==> config.mk <==
export PLATFORM = sky130hd
export DESIGN_NAME = servo_s_curve_ramp_top_flat
export DESIGN_NICKNAME = d
export VERILOG_FILES = /design/src/rtl/ssc_pkg.sv /design/src/rtl/ssc_req_if.sv /design/src/rtl/ssc_rsp_if.sv /design/src/rtl/ssc_csr_if.sv /design/src/rtl/ssc_shape_rom.sv /design/src/rtl/ssc_sample_calc.sv /design/src/rtl/ssc_chan_ctrl.sv /design/src/rtl/servo_s_curve_ramp_top.sv /design/src/flat_wrapper.sv
export SDC_FILE = /design/constraint.sdc
export NUM_CORES = 2
export LEC_CHECK = 0
export BUFFER_PORTS_ARGS = -buffer_cell sky130_fd_sc_hd__buf_4
export CORE_MARGIN = 2
export CORE_UTILIZATION = 64
export DETAILED_ROUTE_END_ITERATION = 7
export PLACE_DENSITY_LB_ADDON = 0.3
export RECOVER_POWER = 25
export SYNTH_ARGS = -nofsm -noshare
export SYNTH_HDL_FRONTEND = slang
export SYNTH_HIERARCHICAL = 1
export SYNTH_SLANG_ARGS = --single-unit
export TNS_END_PERCENT = 50
==> constraint.sdc <==
create_clock -name clock -period 14.2 [get_ports clock]
set_clock_uncertainty 0.2 [all_clocks]
set_input_delay 3.55 -clock clock [delete_from_list [all_inputs] [get_ports clock]]
set_output_delay 3.55 -clock clock [all_outputs]
set_load 0.01 [all_outputs]
==> src/rtl/ssc_pkg.sv <==
`timescale 1ns / 1ps
// -----------------------------------------------------------------------------
// ssc_pkg - shared types and constants of the servo s-curve ramp
// Field widths, default parameter values, function codes and the words
// passed between the ramp modules.
// -----------------------------------------------------------------------------
package ssc_pkg;

   // default sizes
   localparam int SAMPLES_DEF  = 150;
   localparam int CHANNELS_DEF = 10;

   // fixed field widths
   localparam int CHAN_W    = 4;
   localparam int PULSE_W   = 16;
   localparam int TPS_W     = 8;
   localparam int IDX_W     = 8;
   localparam int HALF_W    = 17;
   localparam int SHAPE_W   = 16;
   localparam int FRAC_BITS = 14;

   // reset values
   localparam logic [PULSE_W-1:0] RESET_POS = 16'd1500;
   localparam logic [TPS_W-1:0]   TPS_RESET = 8'd1;

   // function codes
   localparam logic FUNC_START = 1'b0;
   localparam logic FUNC_TICK  = 1'b1;

   // operands of one profile sample
   typedef struct packed {
      logic        [PULSE_W-1:0] start_point;
      logic signed [HALF_W-1:0]  half_step;
   } sample_op_type;

   // per-item status from the channel logic
   typedef struct packed {
      logic updated;
      logic finished;
      logic busy_res;
   } chan_status_type;

   // one result word
   typedef struct packed {
      logic [CHAN_W-1:0]  out_channel;
      logic [PULSE_W-1:0] pulse;
      logic               updated;
      logic               finished;
      logic               busy_res;
   } rsp_word_type;

endpackage

==> src/rtl/ssc_req_if.sv <==
`timescale 1ns / 1ps
// -----------------------------------------------------------------------------
// ssc_req_if - request channel of the servo s-curve ramp
// Valid/ready channel carrying one start or tick word.
// -----------------------------------------------------------------------------
interface ssc_req_if import ssc_pkg::*; ();
   logic               valid;
   logic               ready;
   logic               func;
   logic [CHAN_W-1:0]  channel;
   logic [PULSE_W-1:0] target;

   modport source (output valid, func, channel, target, input ready);
   modport sink   (input valid, func, channel, target, output ready);
endinterface

==> src/rtl/ssc_rsp_if.sv <==
`timescale 1ns / 1ps
// -----------------------------------------------------------------------------
// ssc_rsp_if - response channel of the servo s-curve ramp
// Valid/ready channel carrying one result word per request word.
// -----------------------------------------------------------------------------
interface ssc_rsp_if import ssc_pkg::*; ();
   logic               valid;
   logic               ready;
   logic [CHAN_W-1:0]  out_channel;
   logic [PULSE_W-1:0] pulse;
   logic               updated;
   logic               finished;
   logic               busy_res;

   modport source (output valid, out_channel, pulse, updated, finished, busy_res,
                   input ready);
   modport sink   (input valid, out_channel, pulse, updated, finished, busy_res,
                   output ready);
endinterface

==> src/rtl/ssc_csr_if.sv <==
`timescale 1ns / 1ps
// -----------------------------------------------------------------------------
// ssc_csr_if - configuration write channel of the servo s-curve ramp
// Valid/ready channel carrying the ticks_per_sample register value.
// -----------------------------------------------------------------------------
interface ssc_csr_if import ssc_pkg::*; ();
   logic             valid;
   logic             ready;
   logic [TPS_W-1:0] ticks_per_sample;

   modport source (output valid, ticks_per_sample, input ready);
   modport sink   (input valid, ticks_per_sample, output ready);
endinterface

==> src/rtl/ssc_shape_rom.sv <==
`timescale 1ns / 1ps
// -----------------------------------------------------------------------------
// ssc_shape_rom - exponential s-curve profile table
// SAMPLES+1 points in unsigned Q2.14, built at elaboration from a Q32
// Taylor series of e^x, read combinationally at one index.
// -----------------------------------------------------------------------------
module ssc_shape_rom import ssc_pkg::*; #(
   parameter int SAMPLES = SAMPLES_DEF
) (
   input  logic [IDX_W-1:0]   idx,
   output logic [SHAPE_W-1:0] shape
);

   localparam int ROM_AW = $clog2(SAMPLES + 1);
   localparam logic [63:0] Q32_ONE = 64'h1_0000_0000;

   // q32 product, truncated
   function automatic logic [63:0] mul_q32(input logic [63:0] a, input logic [63:0] b);
      logic [127:0] p;
      p = 128'(a) * 128'(b);
      return p[95:32];
   endfunction

   // e^t in q32, 25-term taylor sum with truncated terms
   function automatic logic [63:0] exp_q32(input logic [63:0] t);
      logic [63:0] term;
      logic [63:0] sum;
      term = Q32_ONE;
      sum  = Q32_ONE;
      term = mul_q32(term, t) / 64'd1;  sum = sum + term;
      term = mul_q32(term, t) / 64'd2;  sum = sum + term;
      term = mul_q32(term, t) / 64'd3;  sum = sum + term;
      term = mul_q32(term, t) / 64'd4;  sum = sum + term;
      term = mul_q32(term, t) / 64'd5;  sum = sum + term;
      term = mul_q32(term, t) / 64'd6;  sum = sum + term;
      term = mul_q32(term, t) / 64'd7;  sum = sum + term;
      term = mul_q32(term, t) / 64'd8;  sum = sum + term;
      term = mul_q32(term, t) / 64'd9;  sum = sum + term;
      term = mul_q32(term, t) / 64'd10; sum = sum + term;
      term = mul_q32(term, t) / 64'd11; sum = sum + term;
      term = mul_q32(term, t) / 64'd12; sum = sum + term;
      term = mul_q32(term, t) / 64'd13; sum = sum + term;
      term = mul_q32(term, t) / 64'd14; sum = sum + term;
      term = mul_q32(term, t) / 64'd15; sum = sum + term;
      term = mul_q32(term, t) / 64'd16; sum = sum + term;
      term = mul_q32(term, t) / 64'd17; sum = sum + term;
      term = mul_q32(term, t) / 64'd18; sum = sum + term;
      term = mul_q32(term, t) / 64'd19; sum = sum + term;
      term = mul_q32(term, t) / 64'd20; sum = sum + term;
      term = mul_q32(term, t) / 64'd21; sum = sum + term;
      term = mul_q32(term, t) / 64'd22; sum = sum + term;
      term = mul_q32(term, t) / 64'd23; sum = sum + term;
      term = mul_q32(term, t) / 64'd24; sum = sum + term;
      return sum;
   endfunction

   logic [SHAPE_W-1:0] rom [SAMPLES+1];

   // x = 1.4*k/SAMPLES, k = min(i, SAMPLES-i); rising half e^x - 1, falling 3 - e^x
   for (genvar i = 0; i <= SAMPLES; i++) begin : g_pt
      localparam bit          RISE = (2 * i <= SAMPLES);
      localparam int          K    = RISE ? i : SAMPLES - i;
      localparam logic [63:0] T    = (64'(K) * 64'd7 * Q32_ONE + 64'((5 * SAMPLES) / 2))
                                     / 64'(5 * SAMPLES);
      localparam logic [63:0] EV   = exp_q32(T);
      localparam logic [63:0] V    = RISE ? (EV - Q32_ONE) : (64'd3 * Q32_ONE - EV);
      localparam logic [63:0] R    = (V + 64'h2_0000) >> 18;
      assign rom[i] = R[SHAPE_W-1:0];
   end

   // read, index held to the last point
   logic [IDX_W-1:0] idx_c;
   assign idx_c = (idx > IDX_W'(SAMPLES)) ? IDX_W'(SAMPLES) : idx;
   assign shape = rom[idx_c[ROM_AW-1:0]];

endmodule

==> src/rtl/ssc_sample_calc.sv <==
`timescale 1ns / 1ps
// -----------------------------------------------------------------------------
// ssc_sample_calc - profile sample arithmetic
// floor((start*2^14 + half_step*shape) / 2^14), clamped to 0..65535.
// -----------------------------------------------------------------------------
module ssc_sample_calc import ssc_pkg::*; (
   input  sample_op_type      op,
   input  logic [SHAPE_W-1:0] shape,
   output logic [PULSE_W-1:0] pulse
);

   localparam int PROD_W = HALF_W + SHAPE_W + 1;
   localparam int NUM_W  = PROD_W + 2;
   localparam int Q_W    = NUM_W - FRAC_BITS;

   logic signed [PROD_W-1:0] prod;
   logic signed [NUM_W-1:0]  base;
   logic signed [NUM_W-1:0]  num;
   logic signed [Q_W-1:0]    q;

   // multiply-add in q2.14
   assign prod = op.half_step * $signed({1'b0, shape});
   assign base = $signed({{(NUM_W-PULSE_W-FRAC_BITS){1'b0}}, op.start_point,
                          {FRAC_BITS{1'b0}}});
   assign num  = base + NUM_W'(prod);

   // floor division by 2^14 is the upper bits
   assign q = num[NUM_W-1:FRAC_BITS];

   // clamp to 16 bits unsigned
   always_comb begin
      if (q[Q_W-1]) begin
         pulse = '0;
      end else if (q[Q_W-2:PULSE_W] != '0) begin
         pulse = '1;
      end else begin
         pulse = q[PULSE_W-1:0];
      end
   end

endmodule

==> src/rtl/ssc_chan_ctrl.sv <==
`timescale 1ns / 1ps
// -----------------------------------------------------------------------------
// ssc_chan_ctrl - per-channel ramp state
// Holds position, start point, half step, sample index, divider and the
// moving flag of every channel, and applies one start or tick word.
// -----------------------------------------------------------------------------
module ssc_chan_ctrl import ssc_pkg::*; #(
   parameter int SAMPLES  = SAMPLES_DEF,
   parameter int CHANNELS = CHANNELS_DEF
) (
   input  logic               clock,
   input  logic               reset,
   input  logic               fire,
   input  logic               func,
   input  logic [CHAN_W-1:0]  channel,
   input  logic [PULSE_W-1:0] target,
   input  logic [TPS_W-1:0]   tps,
   output sample_op_type      op,
   output logic [IDX_W-1:0]   rom_idx,
   output chan_status_type    status
);

   localparam int CH_W = (CHANNELS > 1) ? $clog2(CHANNELS) : 1;

   logic        [PULSE_W-1:0] position_ff    [CHANNELS];
   logic        [PULSE_W-1:0] start_point_ff [CHANNELS];
   logic signed [HALF_W-1:0]  half_step_ff   [CHANNELS];
   logic        [IDX_W-1:0]   sample_idx_ff  [CHANNELS];
   logic        [TPS_W-1:0]   divider_ff     [CHANNELS];
   logic                      moving_ff      [CHANNELS];

   logic        [PULSE_W-1:0] position_in;
   logic        [PULSE_W-1:0] start_point_in;
   logic signed [HALF_W-1:0]  half_step_in;
   logic        [IDX_W-1:0]   sample_idx_in;
   logic        [TPS_W-1:0]   divider_in;
   logic                      moving_in;

   logic                      ch_ok;
   logic        [CH_W-1:0]    sel;
   logic signed [HALF_W-1:0]  diff;
   logic        [HALF_W:0]    diff_adj;
   logic        [TPS_W-1:0]   div_inc;
   logic                      hit;
   logic                      last;

   assign ch_ok = ({1'b0, channel} < (CHAN_W+1)'(CHANNELS));
   assign sel   = channel[CH_W-1:0];

   // sample operands of the addressed channel
   assign op.start_point = start_point_ff[sel];
   assign op.half_step   = half_step_ff[sel];
   assign rom_idx        = sample_idx_ff[sel];

   // half step, truncated toward zero
   assign diff     = $signed({1'b0, target}) - $signed({1'b0, position_ff[sel]});
   assign diff_adj = {diff[HALF_W-1], diff} + {{HALF_W{1'b0}}, diff[HALF_W-1]};

   // divider and end of sweep
   assign div_inc = divider_ff[sel] + TPS_W'(1);
   assign hit     = (div_inc == tps);
   assign last    = (sample_idx_ff[sel] == IDX_W'(SAMPLES));

   // next state of the addressed channel
   always_comb begin
      position_in    = position_ff[sel];
      start_point_in = start_point_ff[sel];
      half_step_in   = half_step_ff[sel];
      sample_idx_in  = sample_idx_ff[sel];
      divider_in     = divider_ff[sel];
      moving_in      = moving_ff[sel];
      status         = '0;
      if (ch_ok) begin
         if (func == FUNC_START) begin
            start_point_in = position_ff[sel];
            half_step_in   = diff_adj[HALF_W:1];
            position_in    = target;
            sample_idx_in  = '0;
            divider_in     = '0;
            moving_in      = 1'b1;
         end else if (moving_ff[sel]) begin
            if (hit) begin
               divider_in     = '0;
               status.updated = 1'b1;
               if (last) begin
                  sample_idx_in   = '0;
                  moving_in       = 1'b0;
                  status.finished = 1'b1;
               end else begin
                  sample_idx_in = sample_idx_ff[sel] + IDX_W'(1);
               end
            end else begin
               divider_in = div_inc;
            end
         end
         status.busy_res = moving_in;
      end
   end

   // state update
   always_ff @(posedge clock) begin
      if (reset) begin
         for (int c = 0; c < CHANNELS; c++) begin
            position_ff[c]    <= RESET_POS;
            start_point_ff[c] <= RESET_POS;
            half_step_ff[c]   <= '0;
            sample_idx_ff[c]  <= '0;
            divider_ff[c]     <= '0;
            moving_ff[c]      <= 1'b0;
         end
      end else if (fire && ch_ok) begin
         position_ff[sel]    <= position_in;
         start_point_ff[sel] <= start_point_in;
         half_step_ff[sel]   <= half_step_in;
         sample_idx_ff[sel]  <= sample_idx_in;
         divider_ff[sel]     <= divider_in;
         moving_ff[sel]      <= moving_in;
      end
   end

endmodule

==> src/rtl/servo_s_curve_ramp_top.sv <==
`timescale 1ns / 1ps
// -----------------------------------------------------------------------------
// servo_s_curve_ramp_top - multi-channel servo pulse ramp with s-curve profile
// A start word sets a channel's target; tick words step the channel through
// an exponential s-curve and emit compare values.
// -----------------------------------------------------------------------------
// Every request word gives exactly one response word. The block takes one word
// per clock when the response side keeps up: a word sits in the input register,
// then the channel state update, the profile table lookup and one 17x17
// multiply-add with clamp run in a single pass into the response register, and
// the multiply-add path sets the clock rate. While a response waits unaccepted,
// the word behind it holds in the input register and one more word can enter
// only if that register is empty. ticks_per_sample is written over the csr
// channel (always ready); the user must write it only while no word is in
// flight, as the block does not enforce this. A value of zero gives one sample
// every 256 ticks. There is no clearing pass after reset.
module servo_s_curve_ramp_top import ssc_pkg::*; #(
   parameter int SAMPLES  = SAMPLES_DEF,
   parameter int CHANNELS = CHANNELS_DEF
) (
   input  logic      clock,
   input  logic      reset,
   ssc_req_if.sink   req_in,
   ssc_rsp_if.source rsp_out,
   ssc_csr_if.sink   csr_in
);

   logic               s1_valid_ff;
   logic               s1_func_ff;
   logic [CHAN_W-1:0]  s1_channel_ff;
   logic [PULSE_W-1:0] s1_target_ff;
   logic [TPS_W-1:0]   tps_ff;
   logic               rsp_valid_ff;
   rsp_word_type       rsp_ff;
   rsp_word_type       rsp_in;

   logic               advance;
   logic               take;
   sample_op_type      op;
   logic [IDX_W-1:0]   rom_idx;
   logic [SHAPE_W-1:0] shape;
   logic [PULSE_W-1:0] sample;
   chan_status_type    status;

   // handshake
   assign advance      = s1_valid_ff && (!rsp_valid_ff || rsp_out.ready);
   assign req_in.ready = !s1_valid_ff || advance;
   assign take         = req_in.valid && req_in.ready;
   assign csr_in.ready = 1'b1;

   // config register
   always_ff @(posedge clock) begin
      if (reset) begin
         tps_ff <= TPS_RESET;
      end else if (csr_in.valid) begin
         tps_ff <= csr_in.ticks_per_sample;
      end
   end

   // input register
   always_ff @(posedge clock) begin
      if (reset) begin
         s1_valid_ff <= 1'b0;
      end else if (take) begin
         s1_valid_ff <= 1'b1;
      end else if (advance) begin
         s1_valid_ff <= 1'b0;
      end
   end

   always_ff @(posedge clock) begin
      if (take) begin
         s1_func_ff    <= req_in.func;
         s1_channel_ff <= req_in.channel;
         s1_target_ff  <= req_in.target;
      end
   end

   // channel state
   ssc_chan_ctrl #(
      .SAMPLES  (SAMPLES),
      .CHANNELS (CHANNELS)
   ) u_chan (
      .clock   (clock),
      .reset   (reset),
      .fire    (advance),
      .func    (s1_func_ff),
      .channel (s1_channel_ff),
      .target  (s1_target_ff),
      .tps     (tps_ff),
      .op      (op),
      .rom_idx (rom_idx),
      .status  (status)
   );

   // profile table
   ssc_shape_rom #(
      .SAMPLES (SAMPLES)
   ) u_rom (
      .idx   (rom_idx),
      .shape (shape)
   );

   // sample arithmetic
   ssc_sample_calc u_calc (
      .op    (op),
      .shape (shape),
      .pulse (sample)
   );

   // response word
   always_comb begin
      rsp_in.out_channel = s1_channel_ff;
      rsp_in.pulse       = status.updated ? sample : '0;
      rsp_in.updated     = status.updated;
      rsp_in.finished    = status.finished;
      rsp_in.busy_res    = status.busy_res;
   end

   // response register
   always_ff @(posedge clock) begin
      if (reset) begin
         rsp_valid_ff <= 1'b0;
      end else if (advance) begin
         rsp_valid_ff <= 1'b1;
      end else if (rsp_out.ready) begin
         rsp_valid_ff <= 1'b0;
      end
   end

   always_ff @(posedge clock) begin
      if (advance) begin
         rsp_ff <= rsp_in;
      end
   end

   assign rsp_out.valid       = rsp_valid_ff;
   assign rsp_out.out_channel = rsp_ff.out_channel;
   assign rsp_out.pulse       = rsp_ff.pulse;
   assign rsp_out.updated     = rsp_ff.updated;
   assign rsp_out.finished    = rsp_ff.finished;
   assign rsp_out.busy_res    = rsp_ff.busy_res;

endmodule
==> src/flat_wrapper.sv <==
// flat-port wrapper written by rule: the top's interface ports become plain ports
module servo_s_curve_ramp_top_flat import ssc_pkg::*;
#(
   parameter int SAMPLES  = SAMPLES_DEF,
   parameter int CHANNELS = CHANNELS_DEF
)
  (clock, reset, req_in_valid, req_in_func, req_in_channel, req_in_target, req_in_ready, rsp_out_valid, rsp_out_out_channel, rsp_out_pulse, rsp_out_updated, rsp_out_finished, rsp_out_busy_res, rsp_out_ready, csr_in_valid, csr_in_ticks_per_sample, csr_in_ready);
  ssc_req_if req_in_i ();
  ssc_rsp_if rsp_out_i ();
  ssc_csr_if csr_in_i ();
  input  logic clock;
  input  logic reset;
  input wire logic [$bits(req_in_i.valid)-1:0] req_in_valid;
  input wire logic [$bits(req_in_i.func)-1:0] req_in_func;
  input wire logic [$bits(req_in_i.channel)-1:0] req_in_channel;
  input wire logic [$bits(req_in_i.target)-1:0] req_in_target;
  output wire logic [$bits(req_in_i.ready)-1:0] req_in_ready;
  output wire logic [$bits(rsp_out_i.valid)-1:0] rsp_out_valid;
  output wire logic [$bits(rsp_out_i.out_channel)-1:0] rsp_out_out_channel;
  output wire logic [$bits(rsp_out_i.pulse)-1:0] rsp_out_pulse;
  output wire logic [$bits(rsp_out_i.updated)-1:0] rsp_out_updated;
  output wire logic [$bits(rsp_out_i.finished)-1:0] rsp_out_finished;
  output wire logic [$bits(rsp_out_i.busy_res)-1:0] rsp_out_busy_res;
  input wire logic [$bits(rsp_out_i.ready)-1:0] rsp_out_ready;
  input wire logic [$bits(csr_in_i.valid)-1:0] csr_in_valid;
  input wire logic [$bits(csr_in_i.ticks_per_sample)-1:0] csr_in_ticks_per_sample;
  output wire logic [$bits(csr_in_i.ready)-1:0] csr_in_ready;
  assign req_in_i.valid = req_in_valid;
  assign req_in_i.func = req_in_func;
  assign req_in_i.channel = req_in_channel;
  assign req_in_i.target = req_in_target;
  assign req_in_ready = req_in_i.ready;
  assign rsp_out_valid = rsp_out_i.valid;
  assign rsp_out_out_channel = rsp_out_i.out_channel;
  assign rsp_out_pulse = rsp_out_i.pulse;
  assign rsp_out_updated = rsp_out_i.updated;
  assign rsp_out_finished = rsp_out_i.finished;
  assign rsp_out_busy_res = rsp_out_i.busy_res;
  assign rsp_out_i.ready = rsp_out_ready;
  assign csr_in_i.valid = csr_in_valid;
  assign csr_in_i.ticks_per_sample = csr_in_ticks_per_sample;
  assign csr_in_ready = csr_in_i.ready;
  servo_s_curve_ramp_top #(.SAMPLES(SAMPLES), .CHANNELS(CHANNELS)) u_core (.clock(clock), .reset(reset), .req_in(req_in_i), .rsp_out(rsp_out_i), .csr_in(csr_in_i));
endmodule
==> impl_metrics.csv <==
group,metric,value,unit
route,route.detailed.wl_per_inst,26.8,um
placement,port-buffer-count,58,
status,violations_in_the_final_reports,"capacitance limit, slew limit",
worst_setup_path,worst_ep_arrival_time,12.83,ns
route,ant_nets,0,
cells_and_area,layout_commonest_cell,"sky130_fd_sc_hd__edfxtp_1",
synthesis,synth_flop_cell,"sky130_fd_sc_hd__edfxtp_1",
synthesis,synth_cells,4715,
synthesis,synth_edf_count,1100,
synthesis,syn_area,62700,um2
clocking,clkSinkCount,1110,
worst_setup_path,cell_type_with_the_highest_occurrence_count_on_the_critical_path,"sky130_fd_sc_hd__fa_1",
job,maxCapViolations,9,
global_route,first_global_vias,42544,
die,io_pins,60,
route,met2WireLength,82100,um
die,row_count,114,
cells_and_area,design.final.nets,5566,
placement,place_congestion,1.06,
sta,final-max-slew-violation-count,248,
sta,tightest_slew,4.82,ns
global_route,grt_usage,35.4,%
worst_setup_path,start_kind,"flip-flop",
cells_and_area,num_antenna_cells,0,
cells_and_area,area_of_combinational_cells_with_multiple_inputs,27800,um2
cells_and_area,mostFrequentLayoutCells,"sky130_fd_sc_hd__edfxtp_1, sky130_fd_sc_hd__nor2_1, sky130_fd_sc_hd__inv_1",
clocking,cts_inserted_buffers,108,
status,status,"complete, but fails checks",
sta,layout_worst_path_cycle_share,88.7,%
clocking,worstSkewPairLatency,0.75,ns
synthesis,post_synth.cell_area_avg,13.3,um2
sta,finalCriticalPeriod,12.60,ns
sta,finalSetupViolations,0,
cells_and_area,post_route_cells_drive_above_1_share,13.3,%
synthesis,post-synth-top-area-fraction,52.7,%
sta,timing_hold_violations_final,0,
clocking,post_cts_repair_resize_count,0,
global_route,antenna_violations_before_repair,4,
cells_and_area,seqCellArea,33200,um2
global_route,grt_first_pass_wirelength,261000,um
worst_setup_path,crit_end_element,"flip-flop",
route,via_count,41192,
cells_and_area,syn_to_final_growth,10.2,%
synthesis,synth_sequential_area_ratio,53.0,%
sta,grt_setup_unrepaired,"false",
global_route,pin_count_of_the_biggest_net_entering_global_routing,129,
route,met1_length,62300,um
route,avgViaCountPerCell,6.39,
route,drt_first_iter_violations,5518,
worst_setup_path,critical_path.max_stage_delay,0.82,ns
cells_and_area,fillCellCount,6367,
clocking,cts.clk_slew.worst_paths,0.06,ns
min_path,hp-class,"reg -> reg",
die,die_width,317,um
route,top_signal_layer_used,"met5",
synthesis,post-synth-top-area-cell,"sky130_fd_sc_hd__edfxtp_1",
clocking,clock_tree_from_tritoncts,"yes",
die,core-area,96900,um2
synthesis,ys_types,122,
placement,hpwl,109000,um
placement,placed_area,65800,um2
synthesis,flip_flop_and_latch_count_after_synthesis,1110,
clocking,cts_setup_buffers,0,
worst_setup_path,timing.critical_path.required,14.43,ns
sta,totalNegativeSetupSlack,0,ns
route,first_pass_iters,6,
sta,fin_worst_hold_slack,0.275,ns
synthesis,post_synth_main_area_contributors,"sky130_fd_sc_hd__edfxtp_1, sky130_fd_sc_hd__mux4_2, sky130_fd_sc_hd__fa_1",
synthesis,yosys_warnings,6,
cells_and_area,final_instance_area,69000,um2
route,drc,0,
route,met3_length,20400,um
clocking,cts-root-buf,"sky130_fd_sc_hd__clkbuf_16",
sta,max_freq,79.4,MHz
global_route,globalRouteOverflowTotal,0,
worst_setup_path,path_class,"reg -> reg",
clocking,cts.path.max_buffers,3,
clocking,post_cts_hold_buffer_count,0,
sta,slew_headroom,-221,%
route,postRouteWirelength,173000,um
synthesis,postSynth.asyncResetShare,0,%
die,design.die.area,100000,um2
die,die-height,317,um
worst_setup_path,timing.critical_path.fanout_max,128,
clocking,htree_levels,3,
worst_setup_path,timing.critical_path.slowest_stage_cell,"sky130_fd_sc_hd__fa_1",
die,floorplan.initialDensity,64.7,%
[final timing paths]
kind | startpoint | end | slack, ns | cells past startpoint
max | u_core/s1_channel_ff[1] | u_core/rsp_out.pulse[15] | 1.60 | 33
min | u_core/s1_valid_ff | u_core/rsp_out.valid | 0.27 | 2
max reg2reg | u_core/s1_channel_ff[1] | u_core/rsp_out.pulse[15] | 1.60 | 33
min reg2reg | u_core/s1_valid_ff | u_core/rsp_out.valid | 0.27 | 2
[flip-flops by register name (all words and copies together) (netlist names), 8 cells and up]
register	cells
u_core/u_chan/position_ff	256
u_core/tps_ff	8
u_core/u_chan/start_point_ff	256
u_core/u_chan/divider_ff	128
u_core/u_chan/half_step_ff	272
u_core/rsp_out.pulse	16
u_core/u_chan/moving_ff	16
u_core/s1_target_ff	16
u_core/u_chan/sample_idx_ff	128
[layer usage]
metal  global-route usage [%]  up-vias
li1                         -    17134
met1                     47.7    20616
met2                     56.6     2895
met3                     7.78      541
met4                     14.8        6
met5                        0        -
[cells in the mapped netlist (43+ instances only)]
| cell | n |
|---|---|
| sky130_fd_sc_hd__edfxtp_1 | 1100 |
| sky130_fd_sc_hd__nor2_1 | 574 |
| sky130_fd_sc_hd__inv_1 | 486 |
| sky130_fd_sc_hd__nand2_1 | 433 |
| sky130_fd_sc_hd__mux4_2 | 316 |
| sky130_fd_sc_hd__fa_1 | 308 |
| sky130_fd_sc_hd__clkbuf_1 | 190 |
| sky130_fd_sc_hd__and2_1 | 187 |
| sky130_fd_sc_hd__ha_1 | 140 |
| sky130_fd_sc_hd__a21oi_1 | 114 |
| sky130_fd_sc_hd__o21ai_0 | 92 |
| sky130_fd_sc_hd__buf_2 | 69 |
| sky130_fd_sc_hd__nand3_1 | 43 |
[through the flow]
| step | util (%) | cells | worst slack, ns |
|---|---|---|---|
| after floorplan | - | 5110 | 2.78 |
| after global placement | 67.9 | 6250 | 1.89 |
| after detailed placement | 67.9 | 6250 | 1.86 |
| after CTS | 71.5 | 6443 | 1.82 |
| after global routing | 71.3 | 6443 | 1.18 |
| final | 71.3 | 6443 | 1.60 |
[critical path, delay by kind of cell (launching register included)]
kind | cells | cell delay (ns)
and+or+nand+nor | 4 | 0.85
AOI/OAI and AO/OA | 13 | 3.72
DFF | 1 | 0.53
adders and majority gates | 8 | 4.53
muxes | 2 | 1.19
buffers and inverters | 5 | 1.07
xor gates and xnor gates | 1 | 0.10
[final cells by class]
cell class	instances	share of cell area, %
flip-flops and latches	1110	48.1
well taps	1276	2.31
clock buffers	128	4.02
multi-input cells	3216	40.3
clock inverters	65	1.01
repair buffers	157	1.56
inverters	491	2.67
[cells by family after synthesis]
group	count (synthesis)	share of synthesized area (%)
other	2	0.0120
xor gates and xnor gates	63	0.905
adders and majority gates	449	12.7
DFF	1110	53.0
muxes	338	11.7
buffers and inverters	784	5.10
AOI/OAI and AO/OA	525	6.17
and+or+nand+nor	1444	10.4
Power is left out: the tool's default activity adds up to more than one toggle a clock period on the data nets, which glitch-free logic cannot reach.
